<file path="config.mk">
export PLATFORM = sky130hd
export DESIGN_NAME = v3a_front
export DESIGN_NICKNAME = d
export VERILOG_FILES = /design/src/rtl/v3a_pkg.sv /design/src/rtl/v3a_front.sv
export SDC_FILE = /design/constraint.sdc
export NUM_CORES = 1
export LEC_CHECK = 0
export BUFFER_PORTS_ARGS = -buffer_cell sky130_fd_sc_hd__buf_2
export CAP_MARGIN = 20
export CORE_AREA = 5 5 180 182
export DETAILED_ROUTE_END_ITERATION = 6
export DIE_AREA = 0 0 185 187
export GPL_TIMING_DRIVEN = 0
export PLACE_DENSITY = 0.47
export RECOVER_POWER = 50
export SYNTH_ARGS = -nofsm -noshare
export SYNTH_HDL_FRONTEND = slang
export SYNTH_SLANG_ARGS = --single-unit
</file>
<file path="constraint.sdc">
create_clock -name clock -period 14.9 [get_ports clock]
set_input_delay 2.98 -clock clock [delete_from_list [all_inputs] [get_ports clock]]
set_output_delay 2.98 -clock clock [all_outputs]
set_load 0.1 [all_outputs]
</file>
<file path="src/rtl/v3a_pkg.sv">
`timescale 1ns / 1ps
// ----------------------------------------------------------------------------
// v3a_pkg
// Shared types, constants and helpers of the three-component vector ALU.
// ----------------------------------------------------------------------------
package v3a_pkg;

   localparam int WORD_W      = 32;
   localparam int OP_W        = 3;
   localparam int REQ_DATA_W  = 232;
   localparam int RSP_DATA_W  = 136;
   localparam int WIDE_W      = 66;
   localparam int QUEUE_DEPTH = 4;
   localparam int QPTR_W      = $clog2(QUEUE_DEPTH);

   typedef enum logic [OP_W-1:0] {
      OP_ADD  = 3'd0,
      OP_SUB  = 3'd1,
      OP_NEG  = 3'd2,
      OP_SCL  = 3'd3,
      OP_NORM = 3'd4,
      OP_CROSS = 3'd5,
      OP_DOT  = 3'd6,
      OP_MAG  = 3'd7
   } opcode_type;

   typedef struct packed {
      opcode_type                   op;
      logic                         slow;
      logic [2:0][WORD_W-1:0]       a;
      logic [2:0][WORD_W-1:0]       b;
      logic [WORD_W-1:0]            s;
   } item_type;

   typedef struct packed {
      logic [WORD_W-1:0] val;
      logic              ov;
   } sat_type;

   localparam logic signed [WIDE_W-1:0] SAT_HI = 66'sd2147483647;
   localparam logic signed [WIDE_W-1:0] SAT_LO = -66'sd2147483648;

   function automatic sat_type sat32(input logic signed [WIDE_W-1:0] v);
      sat_type r;
      if (v > SAT_HI) begin
         r.val = 32'h7FFF_FFFF;
         r.ov  = 1'b1;
      end else if (v < SAT_LO) begin
         r.val = 32'h8000_0000;
         r.ov  = 1'b1;
      end else begin
         r.val = v[WORD_W-1:0];
         r.ov  = 1'b0;
      end
      return r;
   endfunction

endpackage

</file>
<file path="src/rtl/v3a_front.sv">
`timescale 1ns / 1ps
// ----------------------------------------------------------------------------
// v3a_front
// Request intake: unpack the request, mark iterative opcodes, hand to queue.
// ----------------------------------------------------------------------------
module v3a_front (
   input  logic                              clock,
   input  logic                              reset,
   input  logic                              req_tvalid,
   output logic                              req_tready,
   // operation, first_x, first_y, first_z, second_x, second_y, second_z, scalar
   input  logic [v3a_pkg::REQ_DATA_W-1:0]    req_tdata,
   output logic                              push_valid,
   input  logic                              push_ready,
   output v3a_pkg::item_type                 push_item
);

   logic              front_valid_ff, front_valid_in;
   v3a_pkg::item_type front_item_ff, front_item_in;
   logic              take;

   assign req_tready = !front_valid_ff || push_ready;
   assign take       = req_tvalid && req_tready;

   always_comb begin
      front_item_in      = front_item_ff;
      front_valid_in     = front_valid_ff;
      if (push_ready) begin
         front_valid_in = 1'b0;
      end
      if (take) begin
         front_valid_in   = 1'b1;
         front_item_in.op = v3a_pkg::opcode_type'(req_tdata[v3a_pkg::OP_W-1:0]);
         for (int i = 0; i < 3; i++) begin
            front_item_in.a[i] =
               req_tdata[v3a_pkg::OP_W + v3a_pkg::WORD_W*i +: v3a_pkg::WORD_W];
            front_item_in.b[i] =
               req_tdata[v3a_pkg::OP_W + v3a_pkg::WORD_W*(i+3) +: v3a_pkg::WORD_W];
         end
         front_item_in.s =
            req_tdata[v3a_pkg::OP_W + v3a_pkg::WORD_W*6 +: v3a_pkg::WORD_W];
         front_item_in.slow = (front_item_in.op == v3a_pkg::OP_NORM) ||
                              (front_item_in.op == v3a_pkg::OP_MAG);
      end
   end

   always_ff @(posedge clock) begin
      if (reset) begin
         front_valid_ff <= 1'b0;
      end else begin
         front_valid_ff <= front_valid_in;
      end
      front_item_ff <= front_item_in;
   end

   assign push_valid = front_valid_ff;
   assign push_item  = front_item_ff;

endmodule

</file>
==> metrics <==
largest net degree at the start of global routing 68; synthesized net count 471; Sum Neg Setup Slack 0 ps; Max-Cap Viols 4; DR iter-0 viols 102; sequential area share after synthesis 99.4%; worst-skew pair later-pin latency 520 ps; Cells after Synth 235; die area 34600 um^2; GR Util met1 11.6%; CP max FO 67; Synth Area per Inst 29.4 um^2; minimum clock period 8920 ps; fmax 0.112 GHz; worst slew pin tran 3580 ps; clk_skew 9.41 ps; failing checks max-capacitance violations, max-slew violations; Max VDD drop 97.3 uV; Fin. Hold Viols 0; GRT overflow 0; filler cell count 3019; outcome finished, violations left; cts hold-fix bufs 0; Hold Crit Class flop to flop; routing usage on met2 20.5%; Die W 185 um; post-synthesis sequential element count 229; Finish-stage setup viols 0; clock sink total 229; YS warnings 0; # nets final 964; initial antenna violation count 5; GR Util met3 5.45%; synth unique cells 7; busiest grt layer met2; CTS max path bufs 3; number of global-route vias before repair 4627; critical path capture point type flop; RSZ-0062 raised after global routing false; top post-synthesis cells by area edfxtp_1, dfxtp_1, nand2b_4; residual DRC count 0; share of cells above drive strength 1 64.3%; Slew Limit Fails 187; total CTS buffers 27; Mapped Area 6910 um^2; Cell Rows 64; CTS tree done; wire per inst 18.5 um; cell taking the most area after synthesis edfxtp_1; GRT Total Usage 11.3%; Vias 4265; Chip Height 187 um; Worst Path Class, Setup input port to flop; first-pass GRT wire length 29400 um; top-area cell type share of the netlist area 99.1%; CTS root buf clkbuf_16; P_leak 4.40 nW; Power, Total 0.00172 W; clock transition at the registers of the reported paths 60 ps; Syn-to-layout area delta 52.3%; Power Dens Cells 163 nW/um^2; design area 10500 um^2; Initial Utilization 22.7%; CP Data Required Time 14950 ps; final worst setup slack 5980 ps; Setup WS pre-CTS 8290 ps; Pre-antenna DRT Iters 4; H-tree depth 1; GPL Wtd Cong 0.747; DPL Wire Length 16700 um; Total Routed Length 21200 um; final antenna-violating net count 0; Post-CTS Repair Setup Buffers 0; I/O pin count 466; Startpoint Class input port; core region area 30400 um^2; Period Utilization, post-route 59.9%; Worst EP arrival 8970 ps; Port-buffer cells 460; DR vias/cell 3.73; Placed Area 9820 um^2; post-cts resize count 0; Rel. slew slack -139%
## per-layer routing
layer | wire, um | share of wire (%) | up-vias
met1 | 7030 | 33 | 1967
li1 | - | - | 1949
met5 | 32 | 0.15 | -
met3 | 3060 | 14 | 43
met2 | 10600 | 50 | 300
met4 | 437 | 2.1 | 6
## power breakdown
group          total (W)  internal (W)  leakage (nW)  switching (W)
logic           0.000349     0.0000447          1.79       0.000304
registers       0.000765      0.000757          2.21     0.00000860
clock network   0.000606      0.000355         0.394       0.000250
## worst max-delay path, cell delays in order
cell and delay, ps:
buf_2 70, nand2b_1 200, and2_0 1200, clkbuf_1 1790
clkbuf_1 2620
## cells in the final DEF (no fill, tap or decap), drive strengths merged
master | synthesis | routed
clkbuf | 0 | 57
edfxtp | 228 | 228
a21oi | 1 | 1
inv | 1 | 2
diode | 0 | 1
dfxtp | 1 | 1
clkinvlp | 0 | 1
buf | 0 | 444
clkinv | 0 | 7
nand2b | 1 | 1
bufinv | 0 | 1
and2 | 2 | 2
xnor2 | 1 | 1
## cell families after synthesis
family | share of synthesized area, %
AO/OA/AOI/OAI | 0.0724
AND/OR/NAND/NOR | 0.380
flip-flops | 99.4
buffers and inverters | 0.0543
XOR/XNOR | 0.127
## cell type report
type | count | area (um^2) | share of cell area, %
Tap cell | 396 | 495 | 4.71
Antenna cell | 1 | 2.50 | 0.0238
Inverter | 1 | 3.75 | 0.0357
Clock inverter | 10 | 81.3 | 0.773
Sequential cell | 229 | 6870 | 65.2
Timing Repair Buffer | 464 | 2320 | 22.0
Multi-Input combinational cell | 5 | 32.5 | 0.309
Clock buffer | 37 | 723 | 6.87
## sequential cells by signal, summed over array words and instances, names as in the netlist
register    flops
push_item     228
push_valid      1
## synth_stat cells (all sizes together)
cell and count:
a21oi 1, xnor2 1, edfxtp 228, inv 1, nand2b 1, and2 2, dfxtp 1
## through the flow
stage	hold WS, ps	util [%]	std cells
after floorplan	1250	-	235
after global placement	526	31.9	1091
after detailed placement	542	32.3	1095
after CTS	549	34.9	1142
after global routing	658	34.6	1143
final	626	34.6	1143
## worst paths after layout
| check | start | end | slack, ps | cells past startpoint |
|---|---|---|---|---|
| hold reg to reg | push_valid | push_valid | 630 | 2 |
| setup / recovery | push_ready | push_item[126] | 5980 | 5 |
| setup reg to reg | push_valid | push_item[126] | 8230 | 4 |
| hold / removal | push_valid | push_valid | 630 | 2 |
Power figures use the tool's default switching activity.
