[src/rtl/v3a_pkg.sv]
`timescale 1ns / 1ps
// ----------------------------------------------------------------------------
// v3a_pkg
// Shared types, constants and helpers of the three-component vector ALU.
// ----------------------------------------------------------------------------
package v3a_pkg;

   localparam int WORD_W      = 32;
   localparam int OP_W        = 3;
   localparam int REQ_DATA_W  = 232;
   localparam int RSP_DATA_W  = 136;
   localparam int WIDE_W      = 66;
   localparam int QUEUE_DEPTH = 4;
   localparam int QPTR_W      = $clog2(QUEUE_DEPTH);

   typedef enum logic [OP_W-1:0] {
      OP_ADD  = 3'd0,
      OP_SUB  = 3'd1,
      OP_NEG  = 3'd2,
      OP_SCL  = 3'd3,
      OP_NORM = 3'd4,
      OP_CROSS = 3'd5,
      OP_DOT  = 3'd6,
      OP_MAG  = 3'd7
   } opcode_type;

   typedef struct packed {
      opcode_type                   op;
      logic                         slow;
      logic [2:0][WORD_W-1:0]       a;
      logic [2:0][WORD_W-1:0]       b;
      logic [WORD_W-1:0]            s;
   } item_type;

   typedef struct packed {
      logic [WORD_W-1:0] val;
      logic              ov;
   } sat_type;

   localparam logic signed [WIDE_W-1:0] SAT_HI = 66'sd2147483647;
   localparam logic signed [WIDE_W-1:0] SAT_LO = -66'sd2147483648;

   function automatic sat_type sat32(input logic signed [WIDE_W-1:0] v);
      sat_type r;
      if (v > SAT_HI) begin
         r.val = 32'h7FFF_FFFF;
         r.ov  = 1'b1;
      end else if (v < SAT_LO) begin
         r.val = 32'h8000_0000;
         r.ov  = 1'b1;
      end else begin
         r.val = v[WORD_W-1:0];
         r.ov  = 1'b0;
      end
      return r;
   endfunction

endpackage

[src/rtl/v3a_queue.sv]
`timescale 1ns / 1ps
// ----------------------------------------------------------------------------
// v3a_queue
// Short first-in first-out queue between intake and execution.
// ----------------------------------------------------------------------------
module v3a_queue (
   input  logic              clock,
   input  logic              reset,
   input  logic              push_valid,
   output logic              push_ready,
   input  v3a_pkg::item_type push_item,
   output logic              pop_valid,
   input  logic              pop_ready,
   output v3a_pkg::item_type pop_item
);

   v3a_pkg::item_type                 mem_ff [v3a_pkg::QUEUE_DEPTH];
   logic [v3a_pkg::QPTR_W-1:0]        wr_ptr_ff, wr_ptr_in;
   logic [v3a_pkg::QPTR_W-1:0]        rd_ptr_ff, rd_ptr_in;
   logic [v3a_pkg::QPTR_W:0]          count_ff, count_in;
   logic                              do_push, do_pop;

   assign push_ready = count_ff != (v3a_pkg::QPTR_W+1)'(v3a_pkg::QUEUE_DEPTH);
   assign pop_valid  = count_ff != '0;
   assign pop_item   = mem_ff[rd_ptr_ff];
   assign do_push    = push_valid && push_ready;
   assign do_pop     = pop_valid && pop_ready;

   always_comb begin
      wr_ptr_in = do_push ? wr_ptr_ff + 1'b1 : wr_ptr_ff;
      rd_ptr_in = do_pop  ? rd_ptr_ff + 1'b1 : rd_ptr_ff;
      count_in  = count_ff;
      if (do_push && !do_pop) begin
         count_in = count_ff + 1'b1;
      end else if (do_pop && !do_push) begin
         count_in = count_ff - 1'b1;
      end
   end

   always_ff @(posedge clock) begin
      if (reset) begin
         wr_ptr_ff <= '0;
         rd_ptr_ff <= '0;
         count_ff  <= '0;
      end else begin
         wr_ptr_ff <= wr_ptr_in;
         rd_ptr_ff <= rd_ptr_in;
         count_ff  <= count_in;
      end
      if (do_push) begin
         mem_ff[wr_ptr_ff] <= push_item;
      end
   end

endmodule

[config.mk]
export PLATFORM = sky130hd
export DESIGN_NAME = v3a_queue
export DESIGN_NICKNAME = d
export VERILOG_FILES = /design/src/rtl/v3a_pkg.sv /design/src/rtl/v3a_queue.sv
export SDC_FILE = /design/constraint.sdc
export NUM_CORES = 1
export LEC_CHECK = 0
export ABC_AREA = 1
export ABC_CLOCK_PERIOD_IN_PS = 11850
export BUFFER_PORTS_ARGS = -buffer_cell sky130_fd_sc_hd__buf_2
export CAP_MARGIN = 5
export CORE_UTILIZATION = 40
export DETAILED_ROUTE_END_ITERATION = 8
export MAX_ROUTING_LAYER = met4
export PLACE_DENSITY = 0.71
export SYNTH_ARGS = -nofsm -noshare
export SYNTH_HDL_FRONTEND = slang
export SYNTH_SLANG_ARGS = --single-unit
[constraint.sdc]
create_clock -name clock -period 11.85 [get_ports clock]
set_input_delay 1.185 -clock clock [delete_from_list [all_inputs] [get_ports clock]]
set_output_delay 1.185 -clock clock [all_outputs]
set_load 0.005 [all_outputs]
==> results of run 1 <==
## final cells by class
| cell class | count | area share [%] |
|---|---|---|
| Inverter | 16 | 0.1926 |
| Timing Repair Buffer | 488 | 6.233 |
| Clock inverter | 60 | 1.355 |
| Clock buffer | 109 | 5.876 |
| Tap cell | 1134 | 3.524 |
| Multi-Input combinational cell | 1185 | 14.15 |
| Sequential cell | 921 | 68.48 |
| Antenna cell | 31 | 0.1926 |
## path summary, 6_finish.rpt
kind           startpoint        endpoint  slack, ns  cells after the start
max             flip-flop   pop_item[112]       6.36                      6
min          rd_ptr_ff[1]       flip-flop       0.51                      2
max reg2reg   count_ff[0]  mem_ff[1][123]       8.69                      6
min reg2reg  rd_ptr_ff[1]       flip-flop       0.51                      2
## power groups by stage
stage | sequential [W] | combinational (W) | clock (W)
finish | 0.00407 | 0.00180 | 0.00278
global route | 0.00409 | 0.00199 | 0.00296
CTS | 0.00407 | 0.00182 | 0.00284
detailed placement | 0.00414 | 0.00182 | 0
global placement | 0.00413 | 0.00178 | 0
floorplan | 0.00421 | 0.00107 | 0
## Yosys cell counts (all sizes together)
cell    number
nor2       470
edfxtp     912
o21ai      457
a21oi        3
fa           1
clkbuf      73
nand2       15
dfxtp        9
o22ai      228
inv         16
nand3b       1
buf         78
ha           5
nand3        4
xor2         1
## state kept, by name, indices dropped and copies added (netlist names), named ones only
name / count
mem_ff: 912
count_ff: 3
rd_ptr_ff: 2
wr_ptr_ff: 2
## layout by cell type (no fill, tap or decap)
cell type / n
ha_1: 5
fa_1: 1
nand3_1: 4
dfxtp_4: 2
clkinv_2: 14
bufinv_16: 7
o21ai_1: 70
clkinv_4: 3
a21oi_1: 3
clkinvlp_4: 1
inv_1: 14
nand3b_1: 1
diode_2: 31
inv_12: 1
buf_4: 27
o21ai_0: 387
inv_6: 2
nand2_1: 15
clkinv_1: 30
clkinv_16: 3
buf_2: 461
dfxtp_1: 7
edfxtp_1: 912
nor2_1: 466
xor2_1: 1
nor2_4: 4
o22ai_1: 228
inv_16: 1
clkbuf_1: 17
clkbuf_16: 92
## per-layer routing
metal / GRT usage [%] / up-vias
met5: - / -
met1: 22.18 / 9845
met4: 5.894 / 0
li1: - / 9529
met3: 4.607 / 133
met2: 26.18 / 653
## critical path: stages (launching register included)
cell and delay, ns:
dfxtp_4 0.58, inv_12 0.60, buf_4 0.88, buf_4 0.85
o21ai_0 0.19, o22ai_1 0.25, buf_2 0.17
## through the flow
step	util [%]	cell area [um2]	instances	setup WS (ns)
after floorplan	-	34120	2273	0.2857
after global placement	44.33	37280	3744	7.174
after detailed placement	44.33	37280	3744	7.011
after CTS	47.80	40190	3913	6.303
after global routing	47.87	40250	3939	5.999
final	47.89	40270	3944	6.358
## cells by family after synthesis
kind of cell               Yosys count
buffers and inverters              167
adders and majority gates            6
and+or+nand+nor                    490
AOI/OAI and AO/OA                  688
xor gates and xnor gates             1
DFF                                921
==> metrics.sh, run 1 <==
OUTCOME='finished clean'
TIMING.FMAX_GHz=0.1821
FIN_WORST_SKEW_NS=0.03357
CRITPATHLAUNCHTYPE='flip-flop'
CLOCK_TREE_ROOT_BUFFER_CELL='clkbuf_16'
LAYOUT_AREA_GROWTH_OVER_SYNTHESIS_PCT=18.02
TOP_LAYER_USED_BY_DETAILED_ROUTING='met4'
GRT_SETUP_UNREPAIRED='false'
ROUTED-WL-MET3_UM=6188
CELL_INTERNAL_PWR_W=0.006146
ROUTED_WIRELENGTH_UM=75060
POST_CTS_REPAIR_RESIZE_COUNT=0
WORST_SKEW_PAIR.LATE_LATENCY_NS=0.64
POST_ROUTE_CELLS_DRIVE_ABOVE_1_SHARE_PCT=22.24
WORST_HOLD_PATH_TYPE='flip-flop to flip-flop'
TRITONCTS.NUM_BUFFERS=92
YS_SEQ_ELEMENTS=921
CRITPATHREQUIREDTIME_NS=10.67
FULL_DIE_AREA_UM2=86470
SYNTH-WARNING-COUNT=0
POSTSYNTHAREAPERCELL_UM2=15.01
VDD_DROP_MAX_V=0.0001498
FF_LATCH_AREA_UM2=27570
MAX_SLEW.WORST_PIN.SLEW_NS=1.176
DRT_DRC_VIOLATIONS_LEFT=0
EFFECTIVE_UTILIZATION_AT_FLOORPLAN_PCT=40.57
SYN-CELL-AREA_UM2=34120
MET1_LENGTH_UM=31270
TRITONCTS='done'
PIN_COUNT_OF_THE_BIGGEST_NET_ENTERING_GLOBAL_ROUTING=178
ROUTE.DETAILED.WL_PER_INST_UM=19.03
CLKTRANSATPATHREGS_NS=0.06
POWER.SWITCHING_FRACTION_PCT=28.93
NFILLCELLS=7176
COMBINATIONALPOWERSHARE_PCT=20.8
MUXSHAREOFSYNTHAREA_PCT=0
SYNTH_FP_NETS=2511
PLACEMENT_ROWS=106
SIMPLE_GATE_FRACTION_OF_SYNTH_AREA_PCT=5.417
POST-ROUTE-MIN-PERIOD_NS=5.492
VIAS=20160
NETS=2942
FINAL_HOLD_FAILS=0
FINALSETUPTNS_NS=0
CTS.HTREE.LEVELS=3
CTS_MAX_PATH_BUFFERS=3
SYNTH_TOP_CELL_BY_AREA='edfxtp_1'
BUFFER_PORTS.INSERTED=461
POWER_W=0.008649
SETUP_VIOLATING_ENDPOINT_COUNT_IN_THE_FINAL_REPORT=0
SYNTH_TOP_FAMILY_BY_AREA='compound AO/OA/AOI/OAI gates'
SYNTHXORXNORAREAFRAC_PCT=0.02567
RELSLEWSLACK_PCT=21.60
FIN_WORST_HOLD_SLACK_NS=0.5113
CTS_SETUP_BUFFERS=0
CTSHOLDBUFFERS=0
OVERFLOW=0
GRT_FIRST_PASS_WIRELENGTH_UM=111600
GRTUSAGETOTAL_PCT=17.16
CORE_UM2=84090
CRITICAL_PATH_PEAK_FANOUT=177
VIA_COUNT_OF_THE_FIRST_GLOBAL_ROUTING_PASS=19060
VIAS_PER_CELL=5.112
TOP_LEVEL_PORTS=462
MAXCAPVIOLATIONS=0
AREA_SHARE_OF_THE_LEADING_CELL_TYPE_IN_THE_SYNTHESIZED_NETLIST_PCT=80.27
NUMBER_OF_DISTINCT_LIBRARY_CELLS_AFTER_SYNTHESIS=21
POWER.CLOCK.FRACTION_PCT=32.1
DIE_H_UM=294.1
CRITICAL_PATH.ENDPOINT_TYPE='output port'
NUMBER_OF_ANTENNA_VIOLATIONS_AT_THE_FIRST_CHECK_IN_GLOBAL_ROUTING=26
DETAILROUTE.WIRELENGTH.MET2_UM=35670
POSTSYNTHCELLCOUNT=2273
SWITCHING_POWER_W=0.002503
TOTAL_LEAKAGE_POWER_nW=13.82
LAYOUT_WORST_PATH_CYCLE_SHARE_PCT=46.34
SEQPWRFRAC_PCT=47.0
WORSTSETUPPATHTYPE='flip-flop to output port'
GLOBALPLACE.CONGESTION=0.7821
CTS_SINKS=921
SYNTHADDERAREAFRAC_PCT=0.2420
YS_TOP_CELLS_BY_AREA='edfxtp_1, o21ai_0, nor2_1'
DIE_WIDTH_UM=294.1
CRITPATHARRIVALTIME_NS=4.31
MAX_SLEW_VIOLATIONS=0
MULTI_INPUT_AREA_UM2=5698
SYNTH_AREA_IN_COMPOUND_GATES_PCT=10.93
FINAL_ANTENNA_NET_COUNT=0
FIRSTDRTPASSITERS=5
YS_SEQ_AREA_SHARE_PCT=80.80
DPL.HPWL_UM=42480
DETAIL_ROUTE.ITER0.VIOLATIONS=1544
POWERDENSITY_nW_PER_UM2=214.8
(Power assumes the default switching activity.)
==> run 2: changes to the inputs <==
--- a/config.mk
+++ b/config.mk
@@ -6,13 +6,13 @@
 export NUM_CORES = 1
 export LEC_CHECK = 0
 export ABC_AREA = 1
-export ABC_CLOCK_PERIOD_IN_PS = 11850
+export ABC_CLOCK_PERIOD_IN_PS = 5650
 export BUFFER_PORTS_ARGS = -buffer_cell sky130_fd_sc_hd__buf_2
 export CAP_MARGIN = 5
 export CORE_UTILIZATION = 40
 export DETAILED_ROUTE_END_ITERATION = 8
 export MAX_ROUTING_LAYER = met4
-export PLACE_DENSITY = 0.71
+export PLACE_DENSITY = 0.69
 export SYNTH_ARGS = -nofsm -noshare
 export SYNTH_HDL_FRONTEND = slang
 export SYNTH_SLANG_ARGS = --single-unit
==> constraint.sdc (replaced) <==
create_clock -name clock -period 5.65 [get_ports clock]
set_input_delay 0.565 -clock clock [delete_from_list [all_inputs] [get_ports clock]]
set_output_delay 0.565 -clock clock [all_outputs]
set_load 0.005 [all_outputs]
==> run 2 against run 1 <==
Count of clock-buffer cells in the layout is 2 higher. Final cell count is 0.20% lower. Non-clock buffer count is 7 lower. Total power is 110% higher. Critical path depth is 1 lower. Largest power group unchanged.
==> metrics.sh, run 2 (synthesis gave the netlist of run 1 again) <==
TOP_REGS='mem_ff x912, count_ff x3'
FINALSETUPTNS_NS=0
FINAL_ANTENNA_NET_COUNT=0
DPL.HPWL_UM=41680
VDD_DROP_MAX_V=0.0003930
FLOP2FLOP_SETUP_SLACK_NS=2.88
GLOBALPLACE.CONGESTION=0.7674
FINAL_HOLD_FAILS=0
WORSTSETUPPATHTYPE='flip-flop to output port'
TOTAL_LEAKAGE_POWER_nW=13.87
POWERDENSITY_nW_PER_UM2=452.9
LARGEST_REGISTER_FFS=912
PIN_COUNT_OF_THE_BIGGEST_NET_ENTERING_GLOBAL_ROUTING=188
TOP_REGISTER='mem_ff'
CRITICAL_PATH.ENDPOINT_TYPE='output port'
CRITPATHREQUIREDTIME_NS=5.09
CORE_UM2=84090
GRT_FIRST_PASS_WIRELENGTH_UM=113300
CRITICAL_PATH_PEAK_FANOUT=182
DETAIL_ROUTE.ITER0.VIOLATIONS=1264
CTS_MAX_PATH_BUFFERS=3
POST-ROUTE-MIN-PERIOD_NS=3.573
LAYOUT_AREA_GROWTH_OVER_SYNTHESIS_PCT=18.64
RR_STARTPOINT='count_ff[1]'
VIAS=20260
NETS=2937
WORST_HOLD_PATH_TYPE='primary input to flip-flop'
RELSLEWSLACK_PCT=32.77
STDCELL_AREA_UM2=40480
LAYOUT_COMMONEST_CELL='edfxtp_1'
EFFECTIVE_UTILIZATION_AT_FLOORPLAN_PCT=40.57
SETUP_VIOLATING_ENDPOINT_COUNT_IN_THE_FINAL_REPORT=0
CP_CELL_SEQUENCE='inv_12 -> buf_12 -> o21ai_0 -> o22ai_1 -> buf_2'
DRT_DRC_VIOLATIONS_LEFT=0
WORST-R2R-CELL-COUNT=5
FINAL_CELL_MIX='edfxtp_1, nor2_1, buf_2'
SEQPWRFRAC_PCT=46.3
VIA_COUNT_OF_THE_FIRST_GLOBAL_ROUTING_PASS=19200
NUMBER_OF_ANTENNA_VIOLATIONS_AT_THE_FIRST_CHECK_IN_GLOBAL_ROUTING=25
HOLD-PATH-CELL-COUNT=1
CTS_SETUP_BUFFERS=0
SWITCHING_POWER_W=0.005311
GRTUSAGETOTAL_PCT=17.41
MAX_SLEW_VIOLATIONS=0
GRTUSAGEMET3_PCT=4.909
CTSHOLDBUFFERS=0
FIRSTDRTPASSITERS=5
WORST_HOLD_STARTPOINT='push_item[0]'
TIMING.FMAX_GHz=0.2799
VIAS_PER_CELL=5.147
TRITONCTS='done'
CRITICAL-PATH-MAX-STAGE-DELAY_NS=0.59
POWER_W=0.01833
DP.CELLS=3737
GRT_SETUP_UNREPAIRED='false'
ROUTE.DETAILED.WL_PER_INST_UM=19.30
MAX_SLEW.WORST_PIN.SLEW_NS=1.008
BUFFER_PORTS.INSERTED=461
OVERFLOW=0
CTS.HTREE.LEVELS=3
ROUTED_WIRELENGTH_UM=75950
FIN_WORST_SKEW_NS=0.02422
WORST_SKEW_PAIR.LATE_LATENCY_NS=0.64
CTS_SINKS=921
POST_CTS_REPAIR_RESIZE_COUNT=0
HOLD_PATH_END='mem_ff[1][0]'
GRT.MET1_USAGE_PCT=21.15
DIE_WIDTH_UM=294.1
DPL_CELL_AREA_UM2=37400
COMBINATIONALPOWERSHARE_PCT=21.0
CLKTRANSATPATHREGS_NS=0.06
FULL_DIE_AREA_UM2=86470
OUTCOME='finished clean'
POST_ROUTE_CELLS_DRIVE_ABOVE_1_SHARE_PCT=22.29
CLOCK_TREE_ROOT_BUFFER_CELL='clkbuf_16'
WORST_R2R_ENDPOINT='mem_ff[1][128]'
CELL_INTERNAL_PWR_W=0.01302
STDCELL_COUNT=3936
TRITONCTS.NUM_BUFFERS=94
LAYOUT_WORST_PATH_CYCLE_SHARE_PCT=63.24
TOP_LEVEL_PORTS=462
PLACEMENT_ROWS=106
CRITPATHLAUNCHTYPE='flip-flop'
POWER.CLOCK.FRACTION_PCT=32.7
DIE_H_UM=294.1
POWER.SWITCHING_FRACTION_PCT=28.97
MAXCAPVIOLATIONS=0
GRT_MOST_USED_LAYER='met2'
USE_MET2_PCT=27.78
CRITPATHSLOWESTCELL='inv_12'
CRITPATHARRIVALTIME_NS=3.01
-- run 2: changes by cell type in the layout (fill, tap and decap cells not counted), moves of 2 or more --
| cell | previous run | this run |
|---|---|---|
| buf_12 | 0 | 14 |
| clkbuf_16 | 92 | 95 |
| clkinv_2 | 14 | 11 |
| buf_4 | 27 | 6 |
| clkinvlp_4 | 1 | 5 |
| diode_2 | 31 | 29 |
| clkinv_1 | 30 | 25 |
-- run 2: power groups by stage --
stage	registers, W	logic (W)	clock network, W
6_report	0.00849	0.00385	0.00599
3_3_place_gp	0.00862	0.00384	0
5_1_grt	0.00855	0.00424	0.00639
3_5_place_dp	0.00864	0.00389	0
4_1_cts	0.00850	0.00391	0.00613
2_1_floorplan	0.00870	0.00225	0
-- run 2: metal layers --
| layer | vias to the layer above | wire length, um |
|---|---|---|
| li1 | 9524 | - |
| met1 | 10010 | 30240 |
| met2 | 605 | 37540 |
| met3 | 116 | 6235 |
| met4 | 0 | 1940 |
| met5 | - | 0 |
-- run 2: worst max path at each step --
stage	start	endpoint	slack, ns	cells past startpoint
3_3_place_gp	flip-flop	pop_item[57]	2.76	5
4_1_cts	flip-flop	pop_item[156]	2.06	5
3_5_place_dp	flip-flop	pop_item[57]	2.76	5
6_report	flip-flop	pop_item[156]	2.08	5
5_1_grt	flip-flop	pop_item[156]	1.85	5
2_1_floorplan	count_ff[0]	mem_ff[0][0]	-1.48	4
-- run 2: worst max-delay path: cells and delay by family (launching register included) --
kind	cells	cell delay (ns)
buffers and inverters	3	1.28
flip-flops	1	0.51
AO/OA/AOI/OAI	2	0.38
-- run 2: final cells by class --
class	count	area (um2)
clock inverter	59	568.0
sequential	921	27570
tap	1134	1419
antenna	29	72.57
timing repair buffer	481	2633
multi-input combinational	1185	5698
inverter	16	77.57
clock buffer	111	2437
fill	7213	43610
-- run 2: metrics by stage --
stage               setup slack (ns)  util, %  hold slack, ns
floorplan                     -1.482        -          0.4594
global placement               2.755    44.48          0.4928
detailed placement             2.756    44.48          0.5086
CTS                            2.063    48.05         0.08155
global route                   1.851    48.13          0.1022
finish                         2.077    48.14          0.1388
